`src/design/bcdc_pkg.sv`:
```
`timescale 1ns / 1ps

package bcdc_pkg;

  // Request types
  localparam logic [1:0] REQ_KEY  = 2'd0;
  localparam logic [1:0] REQ_TICK = 2'd1;
  localparam logic [1:0] REQ_LOAD = 2'd2;

  // Key codes
  localparam logic [3:0] KEY_EDIT      = 4'd1;
  localparam logic [3:0] KEY_NEXT      = 4'd2;
  localparam logic [3:0] KEY_ADD       = 4'd3;
  localparam logic [3:0] KEY_SUB       = 4'd4;
  localparam logic [3:0] KEY_STORE     = 4'd5;
  localparam logic [3:0] KEY_ALM_SET   = 4'd6;
  localparam logic [3:0] KEY_ALM_TOG   = 4'd7;
  localparam logic [3:0] KEY_ALM_UP    = 4'd8;
  localparam logic [3:0] KEY_ALM_DOWN  = 4'd9;

  // Configuration register indexes
  localparam logic CFG_BLINK_PERIOD = 1'b0;
  localparam logic CFG_TONE_SEGMENT = 1'b1;

  localparam logic [15:0] BLINK_PERIOD_RST = 16'd1000;
  localparam logic [15:0] TONE_SEGMENT_RST = 16'd250;

  localparam logic [4:0] ALARM_HOUR_MAX   = 5'd23;
  localparam logic [5:0] ALARM_MINUTE_MAX = 6'd59;

  // edit items
  localparam logic [2:0] EDIT_YEAR        = 3'd0;
  localparam logic [2:0] EDIT_MONTH       = 3'd1;
  localparam logic [2:0] EDIT_DAY         = 3'd2;
  localparam logic [2:0] EDIT_HOUR        = 3'd3;
  localparam logic [2:0] EDIT_LAST        = 3'd5;

  // time field slots: 0 sec, 1 min, 2 hour, 3 day, 4 month, 5 year
  localparam logic [2:0] SLOT_MINUTE = 3'd1;
  localparam logic [2:0] SLOT_HOUR   = 3'd2;

  typedef struct packed {
    logic [1:0] req_type;
    logic [3:0] key_code;
    logic [7:0] load_second;
    logic [7:0] load_minute;
    logic [7:0] load_hour;
    logic [7:0] load_day;
    logic [7:0] load_month;
    logic [7:0] load_year;
  } req_t;

  typedef struct packed {
    logic [7:0] out_second;
    logic [7:0] out_minute;
    logic [7:0] out_hour;
    logic [7:0] out_day;
    logic [7:0] out_month;
    logic [7:0] out_year;
    logic [2:0] edit_field;
    logic [4:0] alarm_hour_out;
    logic [5:0] alarm_minute_out;
    logic [5:0] mode_flags;
    logic       buzzer_level;
    logic       write_back;
  } rsp_t;

  typedef struct packed {
    logic [5:0][7:0] tf;
    logic            edit_on;
    logic [2:0]      edit_sel;
    logic            alm_edit_on;
    logic            alarm_item;
    logic            alm_armed;
    logic [4:0]      alm_hr;
    logic [5:0]      alm_min;
    logic            ringing;
    logic            stopped;
    logic [15:0]     blink_count;
    logic            blink;
    logic [15:0]     tone_count;
    logic            tone_phase;
    logic            buzzer;
  } state_t;

  localparam state_t STATE_RST = '{
    tf: '0, edit_on: 1'b0, edit_sel: 3'd0, alm_edit_on: 1'b0,
    alarm_item: 1'b0, alm_armed: 1'b0, alm_hr: 5'd0,
    alm_min: 6'd0, ringing: 1'b0, stopped: 1'b1, blink_count: 16'd0,
    blink: 1'b0, tone_count: 16'd0, tone_phase: 1'b0, buzzer: 1'b1
  };

  // raw nibbles, tens*10 + units; up to 165 for bad digits
  function automatic logic [7:0] bcd_decode(input logic [7:0] v);
    logic [7:0] t;
    t = {4'd0, v[7:4]};
    return (t << 3) + (t << 1) + {4'd0, v[3:0]};
  endfunction

  // value must be 0..99; quotient by reciprocal multiply
  function automatic logic [7:0] bcd_encode(input logic [7:0] b);
    logic [15:0] p;
    logic [3:0]  q;
    logic [7:0]  r;
    p = {8'd0, b} * 16'd205;
    q = p[14:11];
    r = b - (({4'd0, q} << 3) + ({4'd0, q} << 1));
    return {q, r[3:0]};
  endfunction

  // limits by edit item: 0 year, 1 month, 2 day, 3 hour, 4 minute, 5 second
  function automatic logic [7:0] fld_min(input logic [2:0] it);
    case (it) inside
      EDIT_MONTH, EDIT_DAY: return 8'd1;
      default:              return 8'd0;
    endcase
  endfunction

  function automatic logic [7:0] fld_max(input logic [2:0] it);
    case (it)
      EDIT_YEAR:  return 8'd99;
      EDIT_MONTH: return 8'd12;
      EDIT_DAY:   return 8'd31;
      EDIT_HOUR:  return 8'd23;
      default:    return 8'd59;
    endcase
  endfunction

endpackage

```
`src/design/bcdc_update.sv`:
```
`timescale 1ns / 1ps

module bcdc_update (
  input  bcdc_pkg::state_t st,
  input  bcdc_pkg::req_t   req,
  input  logic [15:0]      blink_period,
  input  logic [15:0]      tone_segment,
  output bcdc_pkg::state_t st_nxt,
  output bcdc_pkg::rsp_t   rsp
);

  logic [2:0]  slot;
  logic [7:0]  fb;
  logic [7:0]  lo;
  logic [7:0]  hi;
  logic [7:0]  up_val;
  logic [7:0]  dn_val;
  logic [7:0]  step_enc;
  logic [15:0] bc;
  logic [15:0] tc;
  logic        wb;
  bcdc_pkg::state_t n;

  // selected field and its stepped value
  always_comb begin
    slot     = bcdc_pkg::EDIT_LAST - st.edit_sel;
    fb       = bcdc_pkg::bcd_decode(st.tf[slot]);
    lo       = bcdc_pkg::fld_min(st.edit_sel);
    hi       = bcdc_pkg::fld_max(st.edit_sel);
    up_val   = (fb >= hi) ? lo : fb + 8'd1;
    dn_val   = (fb <= lo || fb > hi) ? hi : fb - 8'd1;
    step_enc = bcdc_pkg::bcd_encode((req.key_code == bcdc_pkg::KEY_ADD) ? up_val : dn_val);
  end

  always_comb begin
    n  = st;
    wb = 1'b0;
    bc = st.blink_count + 16'd1;
    tc = st.tone_count + 16'd1;
    unique case (req.req_type)
      bcdc_pkg::REQ_KEY: begin
        if (req.key_code == bcdc_pkg::KEY_EDIT) begin
          n.edit_on  = ~st.edit_on;
          n.edit_sel = 3'd0;
        end
        if (n.edit_on) begin
          case (req.key_code) inside
            bcdc_pkg::KEY_NEXT:
              n.edit_sel = (st.edit_sel >= bcdc_pkg::EDIT_LAST) ? 3'd0 : st.edit_sel + 3'd1;
            bcdc_pkg::KEY_ADD, bcdc_pkg::KEY_SUB: n.tf[slot] = step_enc;
            bcdc_pkg::KEY_STORE: begin
              n.edit_on = 1'b0;
              wb        = 1'b1;
            end
            default: ;
          endcase
        end
        if (req.key_code == bcdc_pkg::KEY_ALM_SET) begin
          n.alm_edit_on = ~st.alm_edit_on;
          if (n.alm_edit_on) n.alarm_item = 1'b0;
        end
        if (req.key_code == bcdc_pkg::KEY_ALM_TOG) begin
          if (st.ringing) begin
            n.ringing = 1'b0;
            n.stopped = 1'b1;
            n.buzzer  = 1'b1;
          end else begin
            n.alm_armed = ~st.alm_armed;
            n.stopped   = 1'b0;
          end
        end
        if (n.alm_edit_on) begin
          case (req.key_code)
            bcdc_pkg::KEY_NEXT: n.alarm_item = ~st.alarm_item;
            bcdc_pkg::KEY_ALM_UP: begin
              if (!st.alarm_item)
                n.alm_hr = (st.alm_hr >= bcdc_pkg::ALARM_HOUR_MAX) ? 5'd0
                         : st.alm_hr + 5'd1;
              else
                n.alm_min = (st.alm_min >= bcdc_pkg::ALARM_MINUTE_MAX) ? 6'd0
                          : st.alm_min + 6'd1;
            end
            bcdc_pkg::KEY_ALM_DOWN: begin
              if (!st.alarm_item)
                n.alm_hr = (st.alm_hr == 5'd0 ||
                            st.alm_hr > bcdc_pkg::ALARM_HOUR_MAX)
                         ? bcdc_pkg::ALARM_HOUR_MAX : st.alm_hr - 5'd1;
              else
                n.alm_min = (st.alm_min == 6'd0 ||
                             st.alm_min > bcdc_pkg::ALARM_MINUTE_MAX)
                          ? bcdc_pkg::ALARM_MINUTE_MAX : st.alm_min - 6'd1;
            end
            default: ;
          endcase
        end
      end
      bcdc_pkg::REQ_TICK: begin
        if (bc >= blink_period) begin
          n.blink_count = 16'd0;
          n.blink       = ~st.blink;
        end else begin
          n.blink_count = bc;
        end
        if (st.ringing) begin
          if (tc >= tone_segment) begin
            n.tone_count = 16'd0;
            n.tone_phase = ~st.tone_phase;
          end else begin
            n.tone_count = tc;
          end
          // phase 0: half-rate toggle, phase 1: full-rate toggle
          if (n.tone_phase || !n.tone_count[0]) n.buzzer = ~st.buzzer;
        end else begin
          n.buzzer = 1'b1;
        end
      end
      bcdc_pkg::REQ_LOAD: begin
        if (!st.edit_on) begin
          n.tf[0] = req.load_second;
          n.tf[1] = req.load_minute;
          n.tf[2] = req.load_hour;
          n.tf[3] = req.load_day;
          n.tf[4] = req.load_month;
          n.tf[5] = req.load_year;
        end
      end
      default: ;
    endcase

    // alarm match on the updated time
    if (n.alm_armed && !n.stopped && !n.ringing &&
        bcdc_pkg::bcd_decode(n.tf[bcdc_pkg::SLOT_HOUR]) == {3'd0, n.alm_hr} &&
        bcdc_pkg::bcd_decode(n.tf[bcdc_pkg::SLOT_MINUTE]) == {2'd0, n.alm_min}) begin
      n.ringing    = 1'b1;
      n.tone_count = 16'd0;
      n.tone_phase = 1'b0;
    end
  end

  assign st_nxt = n;

  always_comb begin
    rsp.out_second       = n.tf[0];
    rsp.out_minute       = n.tf[1];
    rsp.out_hour         = n.tf[2];
    rsp.out_day          = n.tf[3];
    rsp.out_month        = n.tf[4];
    rsp.out_year         = n.tf[5];
    rsp.edit_field       = n.edit_sel;
    rsp.alarm_hour_out   = n.alm_hr;
    rsp.alarm_minute_out = n.alm_min;
    rsp.mode_flags       = {n.blink, n.ringing, n.alm_armed, n.alarm_item,
                            n.alm_edit_on, n.edit_on};
    rsp.buzzer_level     = n.buzzer;
    rsp.write_back       = wb;
  end

endmodule

```
`src/design/bcd_clock_setter_with_alarm.sv`:
```
`timescale 1ns / 1ps

// Alarm clock controller with BCD time setting.
//
// Input channel (in_valid/in_ready/in_data): one request per transfer, a key
// event, a millisecond tick or a time load from the clock chip.
// Result channel (out_valid/out_ready/out_data): exactly one result per
// request: the six BCD time fields, edit item, alarm time, mode flags,
// buzzer level and a one-shot write_back on save.
// Config channel (cfg_valid/cfg_ready/cfg_index/cfg_data): index 0 is the
// blink period, index 1 the tone segment length, both in ticks. Always ready;
// write only while no request is in flight.
//
// The request is registered, then the state update and result are computed
// in one pass and registered: a request passes the input register and then
// the result register. While the receiver keeps taking results, throughput
// is one request per cycle, set by that single state-update pass.
// When the receiver stalls, the result register holds and the input register
// fills; in_ready drops only when both are occupied.
// Reset (rst_n low, synchronous) clears the time to zero, the alarm to
// 00:00 disabled, the buzzer silent, and the registers to 1000 and 250.

module bcd_clock_setter_with_alarm (
  input  logic           clk,
  input  logic           rst_n,
  input  logic           in_valid,
  output logic           in_ready,
  input  bcdc_pkg::req_t in_data,
  output logic           out_valid,
  input  logic           out_ready,
  output bcdc_pkg::rsp_t out_data,
  input  logic           cfg_valid,
  output logic           cfg_ready,
  input  logic           cfg_index,
  input  logic [15:0]    cfg_data
);

  logic             stg_valid_r, stg_valid_nxt;
  bcdc_pkg::req_t   stg_data_r;
  logic             out_valid_r, out_valid_nxt;
  bcdc_pkg::rsp_t   out_data_r;
  bcdc_pkg::state_t st_r, st_nxt;
  bcdc_pkg::rsp_t   rsp;
  logic [15:0]      blink_period_r;
  logic [15:0]      tone_segment_r;
  logic             proc_go;

  // the staged request is processed when the result register is free or
  // being emptied this cycle
  assign proc_go   = stg_valid_r && (!out_valid_r || out_ready);
  assign in_ready  = !stg_valid_r || proc_go;
  assign cfg_ready = 1'b1;

  always_comb begin
    stg_valid_nxt = stg_valid_r;
    if (in_valid && in_ready) stg_valid_nxt = 1'b1;
    else if (proc_go)         stg_valid_nxt = 1'b0;
    out_valid_nxt = out_valid_r;
    if (proc_go)        out_valid_nxt = 1'b1;
    else if (out_ready) out_valid_nxt = 1'b0;
  end

  bcdc_update u_update (
    .st           (st_r),
    .req          (stg_data_r),
    .blink_period (blink_period_r),
    .tone_segment (tone_segment_r),
    .st_nxt       (st_nxt),
    .rsp          (rsp)
  );

  // control and clock state
  always_ff @(posedge clk) begin
    if (!rst_n) begin
      stg_valid_r    <= 1'b0;
      out_valid_r    <= 1'b0;
      st_r           <= bcdc_pkg::STATE_RST;
      blink_period_r <= bcdc_pkg::BLINK_PERIOD_RST;
      tone_segment_r <= bcdc_pkg::TONE_SEGMENT_RST;
    end else begin
      stg_valid_r <= stg_valid_nxt;
      out_valid_r <= out_valid_nxt;
      if (proc_go) st_r <= st_nxt;
      if (cfg_valid && cfg_ready) begin
        unique case (cfg_index)
          bcdc_pkg::CFG_BLINK_PERIOD: blink_period_r <= cfg_data;
          bcdc_pkg::CFG_TONE_SEGMENT: tone_segment_r <= cfg_data;
          default: ;
        endcase
      end
    end
  end

  // payload registers
  always_ff @(posedge clk) begin
    if (in_valid && in_ready) stg_data_r <= in_data;
    if (proc_go)              out_data_r <= rsp;
  end

  assign out_valid = out_valid_r;
  assign out_data  = out_data_r;

  // buzzer is only driven while ringing; otherwise it sits silent
  a_quiet_when_idle: assert property (@(posedge clk) disable iff (!rst_n)
    out_valid && !out_data.mode_flags[4] |-> out_data.buzzer_level)
    else $error("buzzer active while not ringing");

  // save leaves set mode in the same result
  a_save_exits_set: assert property (@(posedge clk) disable iff (!rst_n)
    out_valid && out_data.write_back |-> !out_data.mode_flags[0])
    else $error("write_back with set mode still on");

  // alarm time and edit item stay in range
  a_ranges: assert property (@(posedge clk) disable iff (!rst_n)
    out_valid |-> (out_data.alarm_hour_out <= bcdc_pkg::ALARM_HOUR_MAX) &&
                  (out_data.alarm_minute_out <= bcdc_pkg::ALARM_MINUTE_MAX) &&
                  (out_data.edit_field <= bcdc_pkg::EDIT_LAST))
    else $error("alarm time or edit item out of range");

  // a processed request always leaves a result pending next cycle
  a_result_follows: assert property (@(posedge clk) disable iff (!rst_n)
    proc_go |=> out_valid)
    else $error("processed request produced no result");

endmodule

```
`config.mk`:
```
export PLATFORM = sky130hd
export DESIGN_NAME = bcd_clock_setter_with_alarm
export DESIGN_NICKNAME = d
export VERILOG_FILES = /design/src/design/bcdc_pkg.sv /design/src/design/bcdc_update.sv /design/src/design/bcd_clock_setter_with_alarm.sv
export SDC_FILE = /design/constraint.sdc
export NUM_CORES = 1
export LEC_CHECK = 0
export BUFFER_PORTS_ARGS = -buffer_cell sky130_fd_sc_hd__buf_2
export CORE_UTILIZATION = 50
export DETAILED_ROUTE_END_ITERATION = 7
export HOLD_SLACK_MARGIN = 0.06
export PLACE_DENSITY = 0.8
export SYNTH_ARGS = -nofsm -noshare
export SYNTH_HDL_FRONTEND = slang
export SYNTH_HIERARCHICAL = 1
export SYNTH_SLANG_ARGS = --single-unit
```
`constraint.sdc`:
```
create_clock -name clk -period 17.79 [get_ports clk]
set_clock_uncertainty 0.2 [all_clocks]
set_input_delay 2.6685 -clock clk [delete_from_list [all_inputs] [get_ports clk]]
set_output_delay 2.6685 -clock clk [all_outputs]
set_load 0.05 [all_outputs]
```
Word level (Yosys, flattened, before mapping)

Cells that the tools add are included.

Bits in registers: 261
Bits in latches: 0
Memory bits (writable): 0
Bits in read-only memories: 0
Input port bits: 76
Output and inout bits: 73
Logic and storage cells: 198
Memories kept: 0

$add $sub $neg: 18
Multipliers: 1
Div/mod/pow operators: 0
Magnitude comparators: 12
Eq/ne operators: 16
Shifts and indexed selects: 0
Multiplexer cells: 64
Bitwise gates (word level): 10
Reduce and logical (&&, ||, !) cells: 33

Operators by type and width:

| kind                    | number |
|---|---|
| $mux W48                | 3 |
| $pmux W48 S2            | 1 |
| $mux W16                | 4 |
| $mux W52                | 1 |
| $bwmux W48              | 1 |
| $mux W8                 | 5 |
| $mux W17                | 2 |
| $add A16 B1 Y16 const B | 2 |
| $ge A16 B16 Y1          | 2 |
| $pmux W7 S4             | 1 |
| $add A7 B5 Y8           | 3 |
| $add A8 B4 Y8           | 3 |
| $bmux W8 S3             | 1 |
| $demux W8 S3            | 1 |
| $mux W1                 | 24 |
| $mux W6                 | 4 |
| $pmux W11 S2            | 1 |
| $mux W20                | 1 |
| $mux W5                 | 4 |
| $mux W18                | 1 |
| $eq A4 B3 Y1 const B    | 4 |
| $mul A8 B8 Y15 const B  | 1 |
| $mux W11                | 1 |
| $not A1 Y1              | 10 |
| 45 further kinds        | 73 |

Longest topological paths before layout

Word-level depth: 24
Gate-level depth with buffers: 63
Depth with buffers taken out: 58

By module

The synthesis kept the hierarchy.

By module, submodules not included:

| module                      | instances | cells each | area an instance (µm²) | sequential area each (µm²) |
|---|---|---|---|---|
| bcd_clock_setter_with_alarm | 1         | 725        | 9161.3                 | 6466.2 |
| bcdc_update                 | 1         | 1129       | 7810.0                 | 0.0 |

Least setup slack after synthesis

OpenSTA, ideal clock, no wires.

Kind: flip-flop to flip-flop
Start: register st_r[52] (netlist bit)
End: register st_r[6] (netlist bit)
Arrival time: 13922 ps
Required time: 17472 ps
Slack: 3550 ps
Cell stages (with the launch flop): 58
Period minus slack after synthesis: 14240 ps
Cell sequence: dfxtp_1 > buf_1 > inv_1 > ha_1 > clkbuf_1 > or2_0 > o21a_1 > fa_1 > fa_1 > nand2b_1 > o2bb2ai_1 > xnor2_1 > inv_1 > ha_1 > and3_1 > a221oi_1 > a2bb2oi_1 > a311o_1 > [22 not listed] > or4b_1 > nand4_1 > nor3_1 > xor2_1 > o21ai_1 > fa_1 > fa_1 > and2_1 > o21ai_0 > inv_1 > a211o_1 > nor4_1 > nand4_1 > a2111oi_4 > buf_6 > nor2_1 > nand2_1 > mux2i_1

RTL lines:

| what                   | line                              | text |
|---|---|---|
| start, declared        | bcd_clock_setter_with_alarm.sv:42 | `bcdc_pkg::state_t st_r, st_nxt;` |
| start signal, assigned | bcd_clock_setter_with_alarm.sv:77 | `st_r <= bcdc_pkg::STATE_RST;` |
| start signal, assigned | bcd_clock_setter_with_alarm.sv:83 | `if (proc_go) st_r <= st_nxt;` |

==> summary.md <==
| Metric | Value |
|---|---|
| Detailed Route Iter0 Violations | 1,252 |
| DRC errors left | 0 |
| Hold Startpoint | blink_period_r[13] |
| Seq cells post-synth | 261 |
| Vias in the first global route | 13,029 |
| Root Buffer | clkbuf_16 |
| Switching part of the total | 40.9% |
| Critical path peak fanout | 21 |
| Min Tclk post-route | 16.21 ns |
| Die area | between 30,000 and 40,000 um2 |
| Worst IR drop on VDD | around 0.23 mV |
| Vias per inst | 5.92 |
| Arrival @ worst endpoint | 16.43 ns |
| CP max stage delay | slightly below 0.9 ns |
| Max_cap viols | 0 |
| Crit path kind | reg -> reg |
| Crit start category | flip-flop |
| Initial Utilization | 50.7% |
| Synth async-reset ratio | 0% |
| Hold Buf Count CTS | 0 |
| Clk network pwr share | 27.6% |
| Yosys cell types | 80 |
| DRT antenna net count | 0 |
| Avg Inst Size Synth | around 9.2 um2 |
| TritonRoute pass-1 iters | 7 |
| Fin nets | 2,104 |
| Final Worst Setup Slack | 1.58 ns |
| Yosys warning count | 6 |
| NetSw | 0.938 mW |
| Die Height | 186 um |
| Synth top area share | 21.9% |
| Crit share post-route | between 90% and 100% |
| Wire per inst | ~19 um |
| Fillers | ~2,900 |
| Vias | between 10,000 and 15,000 |
| Overall power | 2.29 mW |
| Gate count of the mapped netlist | 1,854 |
| Final Hold Viols | 0 |
| CTS Buffer Depth | 3 |
| Synth area leader | edfxtp_1 |
| Worst-Margin Slew | 1.10 ns |
| Setup bufs post-CTS | 0 |
| Setup TNS | 0 ns |
| I/O Buffers | 147 |
| Largest net degree at the start of global routing | about 130 |
| Number of CTS-inserted buffers | 28 |
| Most used DFF post-synth | dfxtp_1 |
| First-pass GRT wire length | 68,800 um |
| Mapped cell area | about 17,000 um2 |
| Total length of routed wires | between 40,000 and 50,000 um |
| I/O pins | ~150 |
| Post-route cell area | 18,400 um2 |
| Most used cell, CP | fa_1 |
| Fmax | 61.7 MHz |
| Place WS | 1.86 ns |
| Critical-path top delay cell | a2111oi_4 |
| Net Count, Synth | 2,067 |
| Status | completed |
| Layout cells sized above 1 | 12.5% |
| CTS sink count | 261 |
| H-Tree Depth | 1 |
| All-Layer GR Usage | 25.4% |
| Cell Pwr Density | 125 nW/um2 |
| Worst slew margin | 26.5% |
| Internal power | between 1 and 1.5 mW |
| Unrepaired setup endpoints after global routing | no |
| Area Overhead vs Synth | 8.25% |
| Placed inst area | 17,400 um2 |
| CTS resizes | 0 |
| Total gr overflow | 0 |
| CTS tree | yes |
| Placer Congestion | about 0.95 |
| Crit end category | flip-flop |
| HPWL Detailed | 32,100 um |
| CP startpoint | st_r[52] |
| Site Rows | between 60 and 70 |
| Core ar. | 33,400 um2 |
| Die Span X | 186 um |
| Max-slew violation count | 0 |
| Synth top area cells | edfxtp_1, dfxtp_1, ha_1 |
| Antenna violations before repair | 0 |
| FF-to-FF Start | st_r[52] |
| Comb power frac | 43.3% |
| Pleak | 7.72 nW |
| Clock latency on the worst-skew pair | 0.57 ns |
| Clk slew on worst S/H paths | 0.06 ns |
| Hold crit path type | reg -> reg |
| Post-synth EDFFs | 124 |
| Sequential share of the synthesized area | approximately two fifths |
| Final Setup Violations | 0 |
| Share of power burned in registers | around 29% |
| CP required | ~18 ns |
[power groups by stage]
stage / Combinational [mW] / Sequential [mW] / Clock [mW]
6_report: 0.992 / 0.668 / 0.632
5_1_grt: 1.05 / 0.669 / 0.666
4_1_cts: 0.958 / 0.667 / 0.640
3_5_place_dp: 0.945 / 0.680 / 0
3_3_place_gp: 0.917 / 0.680 / 0
2_1_floorplan: 0.595 / 0.700 / 0
[critical path: cells and delay by family (launching register included)]
kind / cells / cell delay [ns]
mux: 1 / 0.08
flops: 1 / 0.73
compound gates: 16 / 4.37
fa+ha+maj: 12 / 5.25
simple gates: 15 / 3.25
buf+inv: 7 / 0.88
xor+xnor: 3 / 1.26
[routing by layer]
metal	global-route usage [%]	up-vias	share of wire (%)
met1	33.0	6710	41
met3	4.75	142	8.4
met5	1.71	-	0
met2	40.9	631	46
li1	-	6510	-
met4	11.6	0	4.2
[cells in the mapped netlist (all sizes together) (9+ instances only)]
cell	count
a21boi	20
o22ai	9
mux2i	116
clkbuf	54
a221o	11
fa	17
nor4	9
edfxtp	124
nor3	26
dfxtp	137
a22o	12
a21oi	59
nor2	84
a21o	28
nand3b	10
o21ai	86
buf	104
xnor2	43
mux2	10
o21a	11
inv	115
nand4	10
a22oi	29
nand3	47
xor2	28
ha	120
nand2	367
and3	27
nor2b	18
[registers in the layout, indices dropped and copies added, names as in the netlist]
signal / count
blink_period_r: 16
out_data: 70
out_valid: 1
st_r: 103
stg_data_r: 54
stg_valid_r: 1
tone_segment_r: 16
[layout by cell type (no fill, tap or decap), drive strengths merged, types with 9 or more instances in the layout]
cell and n:
nor4 9, ha 120, nand2 367, clkbuf 36, mux2 10, o21ai 86
nor2b 18, a22oi 29, a21o 28, xor2 28, fa 17, a221o 11
edfxtp 124, a21oi 59, nand3 47, buf 165, a21boi 20, nand4 10
and3 27, xnor2 43, a22o 12, nand3b 10, dfxtp 137, o21a 11
mux2i 116, nor2 84, inv 118, o22ai 9, nor3 26
[per-stage QoR]
step / utilization [%] / cells / hold slack, ns
detailed placement: 52.0 / 2309 / 0.249
global placement: 52.0 / 2309 / 0.244
CTS: 54.9 / 2361 / 0.258
floorplan: - / 1854 / 0.234
global route: 54.9 / 2361 / 0.277
finish: 54.9 / 2362 / 0.256
[worst paths after layout]
kind                         to  slack (ns)  cells after the start
min reg2reg  blink_period_r[13]        0.26                      2
max                    st_r[12]        1.58                     54
min          blink_period_r[13]        0.26                      2
max reg2reg            st_r[12]        1.58                     54
[cell type report]
type,instances,area [um2],area share [%]
clock buffers,36,772,4.20
repair buffers,165,890,4.84
multi-input cells,1320,9030,49.2
well taps,448,561,3.05
flip-flops and latches,261,6470,35.2
diodes,1,2.50,0.0136
inverters,115,432,2.35
clock inverters,16,219,1.19
[cell families (layout without fill, tap and decap cells)]
kind of cell	after synthesis	after routing	share of synthesized area (%)
XOR/XNOR	71	71	3.66
buffers and inverters	273	332	8.73
flip-flops	261	261	38.1
multiplexers	133	133	8.43
AND/OR/NAND/NOR	644	644	16.9
other	1	2	0.0221
adder cells (fa/ha/maj)	137	137	10.9
AO/OA/AOI/OAI	334	334	13.3
Note: power is estimated with default switching activity, not from simulation.
